### config.mk
export PLATFORM = sky130hd
export DESIGN_NAME = trial_division_prime_test_unit
export DESIGN_NICKNAME = d
export VERILOG_FILES = /design/src/hdl/tdpt_pkg.sv /design/src/hdl/tdpt_rem.sv /design/src/hdl/tdpt_datapath.sv /design/src/hdl/tdpt_ctrl.sv /design/src/hdl/trial_division_prime_test_unit.sv
export SDC_FILE = /design/constraint.sdc
export NUM_CORES = 1
export LEC_CHECK = 0
export BUFFER_PORTS_ARGS = -buffer_cell sky130_fd_sc_hd__buf_2
export CELL_PAD_IN_SITES_DETAIL_PLACEMENT = 1
export CELL_PAD_IN_SITES_GLOBAL_PLACEMENT = 1
export CORE_ASPECT_RATIO = 1.5
export CORE_MARGIN = 2
export CORE_UTILIZATION = 52
export CTS_BUF_LIST = sky130_fd_sc_hd__clkbuf_8
export DETAILED_ROUTE_END_ITERATION = 8
export PLACE_DENSITY = 0.88
export SETUP_SLACK_MARGIN = 0.05
export SLEW_MARGIN = 30
export SYNTH_ARGS = -nofsm -noshare
export SYNTH_HDL_FRONTEND = slang
export SYNTH_SLANG_ARGS = --single-unit
### constraint.sdc
create_clock -name clk -period 4.8 [get_ports clk]
set_clock_uncertainty 0.1 [all_clocks]
set_input_delay 0.96 -clock clk [delete_from_list [all_inputs] [get_ports clk]]
set_output_delay 0.96 -clock clk [all_outputs]
set_load 0.01 [all_outputs]
### src/hdl/tdpt_pkg.sv
// ============================================================================
// tdpt_pkg
// Shared constants and controller/datapath handshake types for the
// trial-division prime test unit.
// ============================================================================
package tdpt_pkg;

  // default candidate width
  localparam int unsigned DEF_NUMBER_WIDTH = 16;

  // first divisor tried and its square
  localparam int unsigned FIRST_DIVISOR    = 2;
  localparam int unsigned FIRST_DIV_SQUARE = FIRST_DIVISOR * FIRST_DIVISOR;

  // commands from controller to datapath
  typedef struct packed {
    logic load;       // capture candidate, reset divisor and square
    logic rem_start;  // start remainder of candidate by divisor
    logic step;       // advance to next divisor
    logic post;       // write result into output register
    logic verdict;    // prime flag written on post
  } cmd_t;

  // status from datapath to controller
  typedef struct packed {
    logic small_num;  // candidate below two
    logic square_gt;  // divisor squared exceeds candidate
    logic rem_done;   // remainder finished this cycle
    logic rem_zero;   // finished remainder is zero
  } status_t;

endpackage

### src/hdl/tdpt_rem.sv
// ============================================================================
// tdpt_rem
// Iterative restoring remainder unit: one quotient bit per cycle.
// ============================================================================
module tdpt_rem #(
  parameter int unsigned NUMBER_WIDTH = tdpt_pkg::DEF_NUMBER_WIDTH
) (
  input  logic                    clk,
  input  logic                    rst_n,
  input  logic                    start,
  input  logic [NUMBER_WIDTH-1:0] dividend,
  input  logic [NUMBER_WIDTH-1:0] divisor,
  output logic                    done,
  output logic                    rem_zero
);

  localparam int unsigned CNT_W = (NUMBER_WIDTH > 1) ? $clog2(NUMBER_WIDTH) : 1;

  logic                    busy_r, busy_nxt;
  logic                    done_r, done_nxt;
  logic [CNT_W-1:0]        cnt_r, cnt_nxt;
  logic [NUMBER_WIDTH-1:0] rem_r, rem_nxt;
  logic [NUMBER_WIDTH-1:0] shift_r, shift_nxt;
  logic [NUMBER_WIDTH:0]   trial;

  // shift in next dividend bit, subtract when it fits
  always_comb begin
    busy_nxt  = busy_r;
    done_nxt  = 1'b0;
    cnt_nxt   = cnt_r;
    rem_nxt   = rem_r;
    shift_nxt = shift_r;
    trial     = {rem_r, shift_r[NUMBER_WIDTH-1]};
    if (start) begin
      busy_nxt  = 1'b1;
      cnt_nxt   = '0;
      rem_nxt   = '0;
      shift_nxt = dividend;
    end else if (busy_r) begin
      if (trial >= {1'b0, divisor}) begin
        rem_nxt = NUMBER_WIDTH'(trial - {1'b0, divisor});
      end else begin
        rem_nxt = trial[NUMBER_WIDTH-1:0];
      end
      shift_nxt = {shift_r[NUMBER_WIDTH-2:0], 1'b0};
      cnt_nxt   = cnt_r + CNT_W'(1);
      if (cnt_r == CNT_W'(NUMBER_WIDTH - 1)) begin
        busy_nxt = 1'b0;
        done_nxt = 1'b1;
      end
    end
  end

  // control state
  always_ff @(posedge clk) begin
    if (!rst_n) begin
      busy_r <= 1'b0;
      done_r <= 1'b0;
      cnt_r  <= '0;
    end else begin
      busy_r <= busy_nxt;
      done_r <= done_nxt;
      cnt_r  <= cnt_nxt;
    end
  end

  // working registers
  always_ff @(posedge clk) begin
    rem_r   <= rem_nxt;
    shift_r <= shift_nxt;
  end

  assign done     = done_r;
  assign rem_zero = (rem_r == '0);

endmodule

### src/hdl/tdpt_datapath.sv
// ============================================================================
// tdpt_datapath
// Candidate, divisor and divisor-square registers, remainder unit and the
// result register.
// ============================================================================
module tdpt_datapath #(
  parameter int unsigned NUMBER_WIDTH = tdpt_pkg::DEF_NUMBER_WIDTH
) (
  input  logic                    clk,
  input  logic                    rst_n,
  input  tdpt_pkg::cmd_t          cmd,
  output tdpt_pkg::status_t       status,
  input  logic [NUMBER_WIDTH-1:0] candidate,
  output logic                    prime_flag,
  output logic [NUMBER_WIDTH-1:0] tested_value
);

  // square of divisor may exceed the candidate range by a little
  localparam int unsigned SQ_W = NUMBER_WIDTH + 2;

  logic [NUMBER_WIDTH-1:0] num_r;
  logic [NUMBER_WIDTH-1:0] div_r;
  logic [SQ_W-1:0]         sq_r;
  logic                    prime_r;
  logic [NUMBER_WIDTH-1:0] tested_r;
  logic                    rem_done;
  logic                    rem_zero;

  // candidate, divisor and running square: (d+1)^2 = d^2 + 2d + 1
  always_ff @(posedge clk) begin
    if (cmd.load) begin
      num_r <= candidate;
      div_r <= NUMBER_WIDTH'(tdpt_pkg::FIRST_DIVISOR);
      sq_r  <= SQ_W'(tdpt_pkg::FIRST_DIV_SQUARE);
    end else if (cmd.step) begin
      div_r <= div_r + NUMBER_WIDTH'(1);
      sq_r  <= sq_r + SQ_W'({div_r, 1'b1});
    end
  end

  // result register
  always_ff @(posedge clk) begin
    if (cmd.post) begin
      prime_r  <= cmd.verdict;
      tested_r <= num_r;
    end
  end

  tdpt_rem #(
    .NUMBER_WIDTH (NUMBER_WIDTH)
  ) u_rem (
    .clk      (clk),
    .rst_n    (rst_n),
    .start    (cmd.rem_start),
    .dividend (num_r),
    .divisor  (div_r),
    .done     (rem_done),
    .rem_zero (rem_zero)
  );

  // status back to controller
  always_comb begin
    status.small_num = (num_r[NUMBER_WIDTH-1:1] == '0);
    status.square_gt = (sq_r > SQ_W'(num_r));
    status.rem_done  = rem_done;
    status.rem_zero  = rem_zero;
  end

  assign prime_flag   = prime_r;
  assign tested_value = tested_r;

endmodule

### src/hdl/tdpt_ctrl.sv
// ============================================================================
// tdpt_ctrl
// Sequencer for the prime test: accept, check bound, divide, post result.
// Owns the input ready and the output valid.
// ============================================================================
module tdpt_ctrl (
  input  logic              clk,
  input  logic              rst_n,
  input  logic              in_tvalid,
  output logic              in_tready,
  output logic              out_tvalid,
  input  logic              out_tready,
  output tdpt_pkg::cmd_t    cmd,
  input  tdpt_pkg::status_t status
);

  typedef enum logic [3:0] {
    ST_IDLE   = 4'b0001,
    ST_CHECK  = 4'b0010,
    ST_DIVIDE = 4'b0100,
    ST_POST   = 4'b1000
  } state_t;

  state_t state_r, state_nxt;
  logic   verdict_r, verdict_nxt;
  logic   ovalid_r, ovalid_nxt;
  logic   slot_free;

  assign slot_free = !ovalid_r || out_tready;

  // next state and commands
  always_comb begin
    state_nxt   = state_r;
    verdict_nxt = verdict_r;
    cmd         = '0;
    cmd.verdict = verdict_r;
    in_tready   = 1'b0;
    unique case (state_r)
      ST_IDLE: begin
        in_tready = 1'b1;
        if (in_tvalid) begin
          cmd.load  = 1'b1;
          state_nxt = ST_CHECK;
        end
      end
      ST_CHECK: begin
        if (status.small_num) begin
          verdict_nxt = 1'b0;
          state_nxt   = ST_POST;
        end else if (status.square_gt) begin
          verdict_nxt = 1'b1;
          state_nxt   = ST_POST;
        end else begin
          cmd.rem_start = 1'b1;
          state_nxt     = ST_DIVIDE;
        end
      end
      ST_DIVIDE: begin
        if (status.rem_done) begin
          if (status.rem_zero) begin
            verdict_nxt = 1'b0;
            state_nxt   = ST_POST;
          end else begin
            cmd.step  = 1'b1;
            state_nxt = ST_CHECK;
          end
        end
      end
      ST_POST: begin
        if (slot_free) begin
          cmd.post  = 1'b1;
          state_nxt = ST_IDLE;
        end
      end
      default: begin
        state_nxt = ST_IDLE;
      end
    endcase
  end

  // output valid: set on post, cleared when taken
  always_comb begin
    ovalid_nxt = ovalid_r;
    if (cmd.post) begin
      ovalid_nxt = 1'b1;
    end else if (out_tready) begin
      ovalid_nxt = 1'b0;
    end
  end

  always_ff @(posedge clk) begin
    if (!rst_n) begin
      state_r   <= ST_IDLE;
      verdict_r <= 1'b0;
      ovalid_r  <= 1'b0;
    end else begin
      state_r   <= state_nxt;
      verdict_r <= verdict_nxt;
      ovalid_r  <= ovalid_nxt;
    end
  end

  assign out_tvalid = ovalid_r;

endmodule

### src/hdl/trial_division_prime_test_unit.sv
// ============================================================================
// trial_division_prime_test_unit
// Trial-division primality test of one unsigned candidate per input beat.
// ============================================================================
// Usage:
//   Input channel in_*: one candidate per beat in in_tdata. Output channel
//   out_*: one result beat per candidate, carrying the prime flag and the
//   candidate it refers to.
//   Divisors are tried from two upward until a divisor divides the candidate
//   or its square exceeds the candidate. Each divisor takes one bound check
//   and a pass through the bit-serial remainder unit (its done flag is
//   registered); at most about sqrt(2^NUMBER_WIDTH) divisors are tried.
//   Candidates below two skip the remainder unit and go straight to post.
//   One candidate is in work at a time; in_tready is high only while idle.
//   The result sits in an output register, so the next candidate is taken
//   while an earlier result still waits for out_tready. If the receiver
//   stalls for longer, the finished test holds until the register frees.
//   Reset (rst_n low, synchronous) returns to idle and drops out_tvalid.
// ============================================================================
module trial_division_prime_test_unit #(
  parameter int unsigned NUMBER_WIDTH = tdpt_pkg::DEF_NUMBER_WIDTH
) (
  input  logic                                  clk,
  input  logic                                  rst_n,
  // candidate
  input  logic                                  in_tvalid,
  output logic                                  in_tready,
  input  logic [((NUMBER_WIDTH+7)/8)*8-1:0]     in_tdata,
  // prime_flag, tested_value
  output logic                                  out_tvalid,
  input  logic                                  out_tready,
  output logic [((NUMBER_WIDTH+8)/8)*8-1:0]     out_tdata
);

  localparam int unsigned OUT_TDATA_W = ((NUMBER_WIDTH + 8) / 8) * 8;

  tdpt_pkg::cmd_t          cmd;
  tdpt_pkg::status_t       status;
  logic                    prime_flag;
  logic [NUMBER_WIDTH-1:0] tested_value;

  tdpt_ctrl u_ctrl (
    .clk        (clk),
    .rst_n      (rst_n),
    .in_tvalid  (in_tvalid),
    .in_tready  (in_tready),
    .out_tvalid (out_tvalid),
    .out_tready (out_tready),
    .cmd        (cmd),
    .status     (status)
  );

  tdpt_datapath #(
    .NUMBER_WIDTH (NUMBER_WIDTH)
  ) u_dp (
    .clk          (clk),
    .rst_n        (rst_n),
    .cmd          (cmd),
    .status       (status),
    .candidate    (in_tdata[NUMBER_WIDTH-1:0]),
    .prime_flag   (prime_flag),
    .tested_value (tested_value)
  );

  // pack result, zero padded
  assign out_tdata = OUT_TDATA_W'({tested_value, prime_flag});

  // ---------------------------------------------------------------------------
  // assertions
  // ---------------------------------------------------------------------------

  // a result is never written over one still waiting
  a_no_overwrite: assert property (@(posedge clk) disable iff (!rst_n)
    cmd.post |-> (!out_tvalid || out_tready))
    else $error("result register overwritten");

  // candidate is captured only on an accepted beat
  a_load_on_accept: assert property (@(posedge clk) disable iff (!rst_n)
    cmd.load |-> (in_tvalid && in_tready))
    else $error("load without accepted beat");

  // no new candidate while a remainder completes
  a_busy_divide: assert property (@(posedge clk) disable iff (!rst_n)
    status.rem_done |-> !in_tready)
    else $error("input ready during division");

  // after an accepted beat the unit is busy
  a_busy_after_accept: assert property (@(posedge clk) disable iff (!rst_n)
    (in_tvalid && in_tready) |=> !in_tready)
    else $error("ready right after accept");

endmodule
== Word-level counts from Yosys, hierarchy flattened ==
Index checks and enable logic that the tools add are counted.

* Register bits: 111
* Output and inout bits: 26
* Logic and storage cells: 74
* Bits of input ports: 20

* Add/sub/neg operators: 4
* Reductions and logical operators: 11
* Eq/ne operators: 10
* Magnitude comparators: 2
* Bitwise operators: 2
* Multiplexer cells: 32

{| class="wikitable"
|+ Operators with widths
! kind !! count
|-
| $mux 16 || 3
|-
| $mux 4 || 6
|-
| $mux 1 || 21
|-
| $add 18x17->18 || 1
|-
| $gt 18x16->1 || 1
|-
| $ge 17x16->1 || 1
|-
| $add 16x1->16 const B || 1
|-
| $logic_not 16->1 || 1
|-
| $pmux 4 s4 || 1
|-
| $sub 16x16->16 || 1
|-
| $logic_not 15->1 || 1
|-
| $eq 4x4->1 const B || 2
|-
| $ne 2x1->1 const B || 3
|-
| $reduce_bool 2->1 || 3
|-
| $add 4x1->4 const B || 1
|-
| $eq 4x1->1 const B || 1
|-
| $eq 4x2->1 const B || 1
|-
| $eq 4x3->1 const B || 1
|-
| $reduce_and 4->1 || 1
|-
| $ne 3x3->1 const B || 1
|-
| $reduce_and 3->1 || 1
|-
| $reduce_or 3->1 || 1
|-
| $ne 2x2->1 const B || 1
|-
| $not 1->1 || 2
|-
| 4 further kinds || 4
|}

== Depth between registers and ports, before layout ==
Gate-level depths: netlist of run 1.

* Depth after elaboration: 5
* Depth in mapped cells: 11
* Gate-level depth less buffers: 10

== Cells and area by module ==
A second synthesis of run 1 with hierarchy kept.

* Cells, all modules: 706
* Area, all modules: 6,771.5 sq um

{| class="wikitable"
|+ Modules (own cells, without submodules)
! module !! area each (sq um) !! times used !! seq. area each (sq um) !! cells each
|-
| tdpt_datapath || 3,552.2 || 1 || 1,671.6 || 342
|-
| tdpt_rem || 2,793.9 || 1 || 920.9 || 314
|-
| tdpt_ctrl || 361.6 || 1 || 120.1 || 41
|-
| trial_division_prime_test_unit || 63.8 || 1 || 0.0 || 9
|}

== Worst setup path before layout of run 1 ==
No wires, ideal clock.

* Kind: register to register
* Start point: reg u_dp.num_r[13]
* End point: reg u_dp.u_rem.shift_r[0], enable pin
* Clock period less this slack: 2.936 ns
* Setup time: 0.372 ns
* Setup slack: 1.864 ns
* Cell stages (with the launch flop): 10
* Arrival: 2.465 ns
* Cells stage by stage: edfxtp_1 > inv_1 > ha_1 > nand4_1 > or3_1 > or3b_1 > a211oi_2 > nand2_2 > clkbuf_1 > nand2_1

* Word-level cells in the longest chain between the ends: 5
* Elaborated cells on any way between the ends: 6
* Classes of those cells: 1 x order compare; 3 x mux; 2 x reduce/logical

{| class="wikitable"
|+ Ends and longest elaborated chain
! what !! RTL line !! source
|-
| from (decl) || tdpt_datapath.sv:21 || <nowiki>logic [NUMBER_WIDTH-1:0] num_r;</nowiki>
|-
| from (signal assigned) || tdpt_datapath.sv:32 || <nowiki>num_r <= candidate;</nowiki>
|-
| $gt 18x16->1 || tdpt_datapath.sv:64 || <nowiki>status.square_gt = (sq_r > SQ_W'(num_r));</nowiki>
|-
| $mux 1 || tdpt_ctrl.sv:50 || <nowiki>end else if (status.square_gt) begin</nowiki>
|-
| $mux 1 * || tdpt_ctrl.sv:47 || <nowiki>if (status.small_num) begin</nowiki>
|-
| $mux 1 * || tdpt_ctrl.sv:38 || <nowiki>unique case (state_r)</nowiki>
|-
| $reduce_bool 2->1 (no line) * || - ||
|-
| to (signal assigned) || tdpt_rem.sv:70 || <nowiki>shift_r <= shift_nxt;</nowiki>
|-
| to (decl) || tdpt_rem.sv:23 || <nowiki>logic [NUMBER_WIDTH-1:0] shift_r, shift_nxt;</nowiki>
|}

Mark *: on every way between the ends. The rest lies on a longest branch, timed or not.
A chain may end at the register's enable or synchronous reset.

== Final worst setup path of run 1 ==
* Start point: reg u_dp.num_r[8]
* End point: reg u_dp.u_rem.shift_r[5], enable pin

Same word-level chain as after synthesis.

==> results of run 1 <==
## state kept, by name (all words and copies together), names as in the netlist
signal,cells
u_dp.u_rem.cnt_r,4
u_ctrl.state_r,4
u_dp.num_r,16
u_dp.prime_flag,1
u_dp.u_rem.shift_r,16
u_dp.tested_value,16
u_dp.u_rem.rem_r,16
u_ctrl.out_tvalid,1
u_dp.u_rem.busy_r,1
u_ctrl.verdict_r,1
u_dp.u_rem.done,1
u_dp.sq_r,18
u_dp.div_r,16
## cells by family (layout without fill, tap and decap cells)
group / after synthesis / count (layout)
and+or+nand+nor: 220 / 220
AOI/OAI and AO/OA: 178 / 178
DFF: 111 / 111
buffers and inverters: 79 / 107
adders and majority gates: 52 / 52
xor gates and xnor gates: 38 / 38
muxes: 5 / 5
other: 1 / 7
## cell usage in the layout, fill, tap and decap left out, types with 5 or more instances in the layout
cell | synthesis | layout
o21ai_0 | 53 | 53
nor4_1 | 10 | 10
nor2b_1 | 11 | 11
buf_2 | 7 | 38
a211oi_1 | 11 | 11
edfxtp_1 | 49 | 49
dfxtp_1 | 62 | 62
nor3_1 | 14 | 14
and2_1 | 5 | 5
clkbuf_8 | 0 | 10
nor2_1 | 51 | 50
a21oi_1 | 38 | 38
inv_1 | 48 | 47
nand4_1 | 8 | 8
nand2b_1 | 6 | 6
buf_4 | 9 | 5
conb_1 | 1 | 7
mux2i_1 | 5 | 5
nand3_1 | 34 | 34
xnor2_1 | 31 | 31
nand2_1 | 54 | 54
o21a_1 | 8 | 8
xor2_1 | 7 | 7
a31oi_1 | 11 | 11
a21o_1 | 14 | 14
o211ai_1 | 5 | 5
ha_1 | 50 | 50
and3_1 | 5 | 5
## area by class of cell
| type | count | area (um2) |
|---|---|---|
| fill | 1402 | 5140 |
| multi-input combinational | 500 | 3300 |
| sequential | 111 | 2710 |
| timing repair buffer | 43 | 228 |
| tap | 153 | 191 |
| inverter | 48 | 180 |
| clock buffer | 10 | 138 |
| clock inverter | 6 | 66.3 |
## per-layer routing
layer	global-route usage [%]	vias to the layer above	share of wire [%]
met5	0	-	0
met3	4.35	76	3.1
met2	55.6	165	54
met1	31.9	2671	37
li1	-	2521	-
met4	17.2	0	5.3
## worst paths after layout
check	startpoint	to	slack (ns)
max	u_dp.num_r[8]$_DFFE_PP_	u_dp.u_rem.shift_r[5]$_DFFE_PP_	1.24
min reg2reg	u_ctrl.verdict_r$_SDFFE_PN0P_	u_dp.prime_flag$_DFFE_PP_	0.38
max reg2reg	u_dp.num_r[8]$_DFFE_PP_	u_dp.u_rem.shift_r[5]$_DFFE_PP_	1.24
min	u_ctrl.verdict_r$_SDFFE_PN0P_	u_dp.prime_flag$_DFFE_PP_	0.38
## power by group
part           leakage (nW)  switching [mW]  internal (mW)
clock                 0.104           0.338          0.260
combinational          1.71           0.770          0.446
sequential            0.956           0.101           1.09
total                  2.77            1.21           1.79
## critical path: stages (launching register included)
cell,delay (ns)
edfxtp_1,0.42
inv_1,0.09
ha_1,0.32
nand4_1,0.17
nor3_1,0.38
or3b_1,0.42
a211oi_2,0.47
nand2_2,0.15
nand2_1,0.67
==> results.json, run 1 <==
{
  "clkTransAtPathRegs_ns": 0.11,
  "yosysTopAreaCell": "edfxtp_1",
  "fmax_ghz": 0.281,
  "fp.dieW_um": 94.1,
  "place_area_um2": 6610,
  "maxSlewHeadroom_pct": 35.7,
  "drc": 0,
  "dp.cells": 855,
  "drtIter0Drc": 290,
  "gp_congestion": 0.901,
  "grt_pass1_vias": 5972,
  "via_per_inst": 6.24,
  "dieHeight_um": 139,
  "synth_edf_count": 49,
  "grt_pass1_wl_um": 30900,
  "overflow": 0,
  "drv_cap": 0,
  "crit_type": "flip-flop to flip-flop",
  "rows": 49,
  "holdWs_ns": 0.375,
  "hold_viol": 0,
  "place_ws_ns": 1.45,
  "syn_inst": 684,
  "crit_path_start_kind": "flip-flop",
  "postLayoutCellArea_um2": 6820,
  "holdPathStages": 0,
  "slew_violations": 0,
  "grt_max_degree": 53,
  "finalPower_mw": 3.00,
  "nets": 785,
  "avgSynthCellArea_um2": 9.26,
  "synthMuxAreaShare_pct": 0.790,
  "cts_root_buf": "clkbuf_8",
  "initial_utilization_pct": 53.0,
  "synthAdderAreaFrac_pct": 10.5,
  "cts_tree": "yes",
  "crit_path_max_fanout": 16,
  "antenna_found_initial": 0,
  "worst_pin_slew_ns": 0.956,
  "final_cells": 871,
  "synthArstFlopShare_pct": 0,
  "dieArea_um2": 13100,
  "synth.most_common_cell": "dfxtp_1",
  "cts_setup_buffers": 0,
  "arrival_ns": 3.48,
  "fin_util_pct": 57.0,
  "ant_nets": 0,
  "drt_wl_total_um": 19100,
  "synth_common_cells": "dfxtp_1, nand2_1, o21ai_0",
  "track_usage_pct": 30.2,
  "p_per_area_nw_per_um2": 440,
  "detailedRoute.firstPassIterationCount": 4,
  "htree_levels": 3,
  "drt-wirelength-per-cell_um": 21.9,
  "clk_latency_ns": 0.39,
  "ff2ff_path_depth": 8,
  "finalSetupTns_ns": 0,
  "synth-seq-area-share_pct": 42.8,
  "synth_xor_area_share_pct": 5.25,
  "portBuffers": 38,
  "hpwl_um": 13700,
  "hold_buffers": 0,
  "numCtsBuffers": 9,
  "vdd_ir_drop_max_mv": 0.376,
  "synthDominantCellAreaShare_pct": 23.2,
  "synth_area_leaders": "edfxtp_1, dfxtp_1, ha_1",
  "synth_compound_area_share_pct": 18.0,
  "cts-resized-gates": 0,
  "post-route-period-util_pct": 74.1,
  "layout_setup_ws_ns": 1.24,
  "pin_count": 46,
  "status": "completed",
  "area_growth_pct": 7.60,
  "syn_area_um2": 6330,
  "grt_setup_unrepaired": "false",
  "drive_gt1_share_pct": 9.33,
  "coreArea_um2": 12000,
  "synthFlopType": "dfxtp_1",
  "post-route-min-period_ns": 3.56,
  "worstSetupEndpointType": "flip-flop",
  "clockBufferDepth": 2,
  "synth_cell_types": 62,
  "synth_top_family_by_area": "compound AO/OA/AOI/OAI gates",
  "worstPathRequired_ns": 4.72,
  "vias": 5433,
  "yosys.area_share.simple_pct": 17.1,
  "yosysWarnings": 0,
  "leakage_nw": 2.77,
  "yosys_register_bits": 111,
  "antennaDiodeCount": 0,
  "setup_viol": 0,
  "clock_sinks": 111,
  "hold_class": "flip-flop to flip-flop"
}
Power figures use the tool's default switching activity.
==> run 2: changes to the inputs <==
--- a/config.mk
+++ b/config.mk
@@ -5,15 +5,16 @@
 export SDC_FILE = /design/constraint.sdc
 export NUM_CORES = 1
 export LEC_CHECK = 0
+export ABC_AREA = 1
 export BUFFER_PORTS_ARGS = -buffer_cell sky130_fd_sc_hd__buf_2
 export CELL_PAD_IN_SITES_DETAIL_PLACEMENT = 1
 export CELL_PAD_IN_SITES_GLOBAL_PLACEMENT = 1
 export CORE_ASPECT_RATIO = 1.5
 export CORE_MARGIN = 2
-export CORE_UTILIZATION = 52
+export CORE_UTILIZATION = 43
 export CTS_BUF_LIST = sky130_fd_sc_hd__clkbuf_8
 export DETAILED_ROUTE_END_ITERATION = 8
-export PLACE_DENSITY = 0.88
+export PLACE_DENSITY = 0.8
 export SETUP_SLACK_MARGIN = 0.05
 export SLEW_MARGIN = 30
 export SYNTH_ARGS = -nofsm -noshare
==> constraint.sdc (replaced) <==
create_clock -name clk -period 3 [get_ports clk]
set_clock_uncertainty 0.1 [all_clocks]
set_input_delay 0.6 -clock clk [delete_from_list [all_inputs] [get_ports clk]]
set_output_delay 0.6 -clock clk [all_outputs]
set_load 0.01 [all_outputs]
==> results.json, run 2 <==
{
  "status": "completed",
  "power_switching_mw": 2.62,
  "slew_violations": 0,
  "via_per_inst": 5.33,
  "overflow": 0,
  "ant_nets": 0,
  "drive_gt1_share_pct": 11.8,
  "grt_max_degree": 40,
  "holdWs_ns": 0.257,
  "rows": 56,
  "vias": 6035,
  "drt-wirelength-per-cell_um": 16.9,
  "nets": 997,
  "pin_count": 46,
  "cts-resized-gates": 0,
  "largest_reg_flops": 18,
  "yosys_register_bits": 111,
  "r2r_end": "u_dp.u_rem.rem_r[12]$_SDFFE_PP0P_",
  "dieHeight_um": 159,
  "fp.dieW_um": 107,
  "synth_cell_types": 44,
  "post-route-min-period_ns": 2.48,
  "hold_viol": 0,
  "synth_area_leaders": "edfxtp_1, dfxtp_1, nand2_1",
  "holdPathStages": 1,
  "clockBufferDepth": 2,
  "coreArea_um2": 15600,
  "clockPowerShare_pct": 17.0,
  "hold_buffers": 0,
  "fmax_ghz": 0.404,
  "hp-start": "in_tdata[11]",
  "nFillCells": 1999,
  "drv_cap": 0,
  "ff2ff_path_depth": 12,
  "grt_pass1_vias": 6417,
  "crit_path_max_fanout": 17,
  "setup_viol": 0,
  "cts_tree": "yes",
  "worstSetupEndpointType": "flip-flop",
  "rrSetupSlack_ns": 0.52,
  "cts_root_buf": "clkbuf_8",
  "track_usage_pct": 23.5,
  "hpwl_um": 15100,
  "vdd_ir_drop_max_mv": 0.417,
  "clk_latency_ns": 0.40,
  "p_per_area_nw_per_um2": 763,
  "final_common_cell": "nand2_1",
  "regMostFlops": "u_dp.sq_r",
  "postLayoutCellArea_um2": 7450,
  "initial_utilization_pct": 44.0,
  "sw_frac_of_total_pct": 46.1,
  "post-route-period-util_pct": 82.5,
  "yosysTopAreaCell": "edfxtp_1",
  "power.internal_mw": 3.06,
  "clkTransAtPathRegs_ns": 0.13,
  "dieArea_um2": 17000,
  "layout_setup_ws_ns": 0.524,
  "leakage_nw": 3.46,
  "drt_wl_total_um": 19200,
  "arrival_ns": 2.67,
  "worstPathRequired_ns": 3.20,
  "avgSynthCellArea_um2": 7.74,
  "htree_levels": 3,
  "place_area_um2": 7240,
  "synth_edf_count": 49,
  "area_growth_pct": 8.35,
  "synthArstFlopShare_pct": 0,
  "cts_setup_buffers": 0,
  "numCtsBuffers": 9,
  "final_cell_mix": "nand2_1, inv_1, nand3_1",
  "place_ws_ns": 0.544,
  "min_to": "u_dp.num_r[11]$_DFFE_PP_",
  "antenna_found_initial": 0,
  "synth-seq-area-share_pct": 39.5,
  "crit_type": "flip-flop to flip-flop",
  "drc": 0,
  "yosysWarnings": 0,
  "grt_pass1_wl_um": 31200,
  "grt_setup_unrepaired": "false",
  "crit_path_start_kind": "flip-flop",
  "hold_class": "primary input to flip-flop",
  "synthDominantCellAreaShare_pct": 21.4,
  "drtIter0Drc": 251,
  "gp_congestion": 0.887,
  "synth.most_common_cell": "nand2_1",
  "syn_inst": 888,
  "detailedRoute.firstPassIterationCount": 4,
  "antennaDiodeCount": 0,
  "power_frac_seq_pct": 35.6,
  "rr_startpoint": "u_dp.num_r[9]$_DFFE_PP_",
  "clock_sinks": 111,
  "synth_common_cells": "nand2_1, inv_1, nand3_1",
  "portBuffers": 38,
  "power_frac_comb_pct": 47.4,
  "synthFlopType": "dfxtp_1",
  "syn_area_um2": 6870,
  "finalSetupTns_ns": 0
}
-- run 2: per-stage QoR --
stage	cells	utilization, %	total power, mW
2_1_floorplan	894	-	4.11
3_3_place_gp	1117	46.3	4.67
3_5_place_dp	1117	46.3	4.75
4_1_cts	1133	47.7	5.74
5_1_grt	1133	47.7	6.12
6_report	1133	47.7	5.68
-- run 2: cells by family (layout without fill, tap and decap cells) --
logic type | count (synthesis) | count (layout) | share of synthesized area [%]
AND/OR/NAND/NOR | 431 | 431 | 28.4
buffers and inverters | 136 | 172 | 8.66
AO/OA/AOI/OAI | 135 | 135 | 10.9
flip-flops | 111 | 111 | 39.5
adder cells (fa/ha/maj) | 52 | 52 | 9.68
XOR/XNOR | 22 | 22 | 2.80
other | 1 | 7 | 0.0546
-- run 2: critical path, cell delays in order (launching register included) --
cell and delay [ns]:
edfxtp_1 0.42, inv_1 0.09, ha_1 0.30, nand2_1 0.06, nor2_1 0.18, and3_1 0.19, nand3_1 0.09, nand2_1 0.09
nand3_2 0.09, nand2_2 0.34, inv_2 0.24, nand2_1 0.11, nand2_1 0.06
-- run 2: worst max-delay path by stage --
| stage | start | to | slack [ns] | cells after the start |
|---|---|---|---|---|
| after detailed placement | u_dp.num_r[9]$_DFFE_PP_ | u_dp.u_rem.rem_r[12]$_SDFFE_PP0P_ | 0.54 | 12 |
| after floorplan | out_tready | u_dp.prime_flag$_DFFE_PP_ | 0.10 | 2 |
| after CTS | u_dp.num_r[9]$_DFFE_PP_ | u_dp.u_rem.cnt_r[0]$_SDFFE_PP0P_ | 0.51 | 13 |
| final | u_dp.num_r[9]$_DFFE_PP_ | u_dp.u_rem.rem_r[12]$_SDFFE_PP0P_ | 0.52 | 12 |
| after global routing | u_dp.num_r[9]$_DFFE_PP_ | u_dp.u_rem.cnt_r[0]$_SDFFE_PP0P_ | 0.23 | 13 |
| after global placement | u_dp.num_r[9]$_DFFE_PP_ | u_dp.u_rem.rem_r[15]$_SDFFE_PP0P_ | 0.61 | 12 |
-- run 2: layer usage --
layer  GRT usage (%)  wire length [um]  vias to the layer above
met5               0                 0                        -
met4            12.3               953                        0
met2            44.4             10600                       75
met1            24.9              7410                     2899
met3            2.38               266                       52
li1                -                 -                     3009
-- run 2: layout make-up --
| type | count | area [um2] | share of cell area (%) |
|---|---|---|---|
| multi-input combinational | 647 | 3590 | 48.3 |
| tap | 203 | 254 | 3.41 |
| sequential | 111 | 2710 | 36.4 |
| timing repair buffer | 47 | 270 | 3.63 |
| inverter | 109 | 409 | 5.49 |
| clock buffer | 9 | 124 | 1.66 |
| clock inverter | 7 | 83.8 | 1.13 |
-- run 2: power groups by stage --
| stage | Clock (mW) | Combinational (mW) | Sequential, mW |
|---|---|---|---|
| final | 0.968 | 2.69 | 2.02 |
| after detailed placement | 0 | 2.69 | 2.06 |
| after global routing | 1.05 | 3.02 | 2.04 |
| after floorplan | 0 | 2.13 | 1.98 |
| after CTS | 1.00 | 2.72 | 2.03 |
| after global placement | 0 | 2.62 | 2.05 |
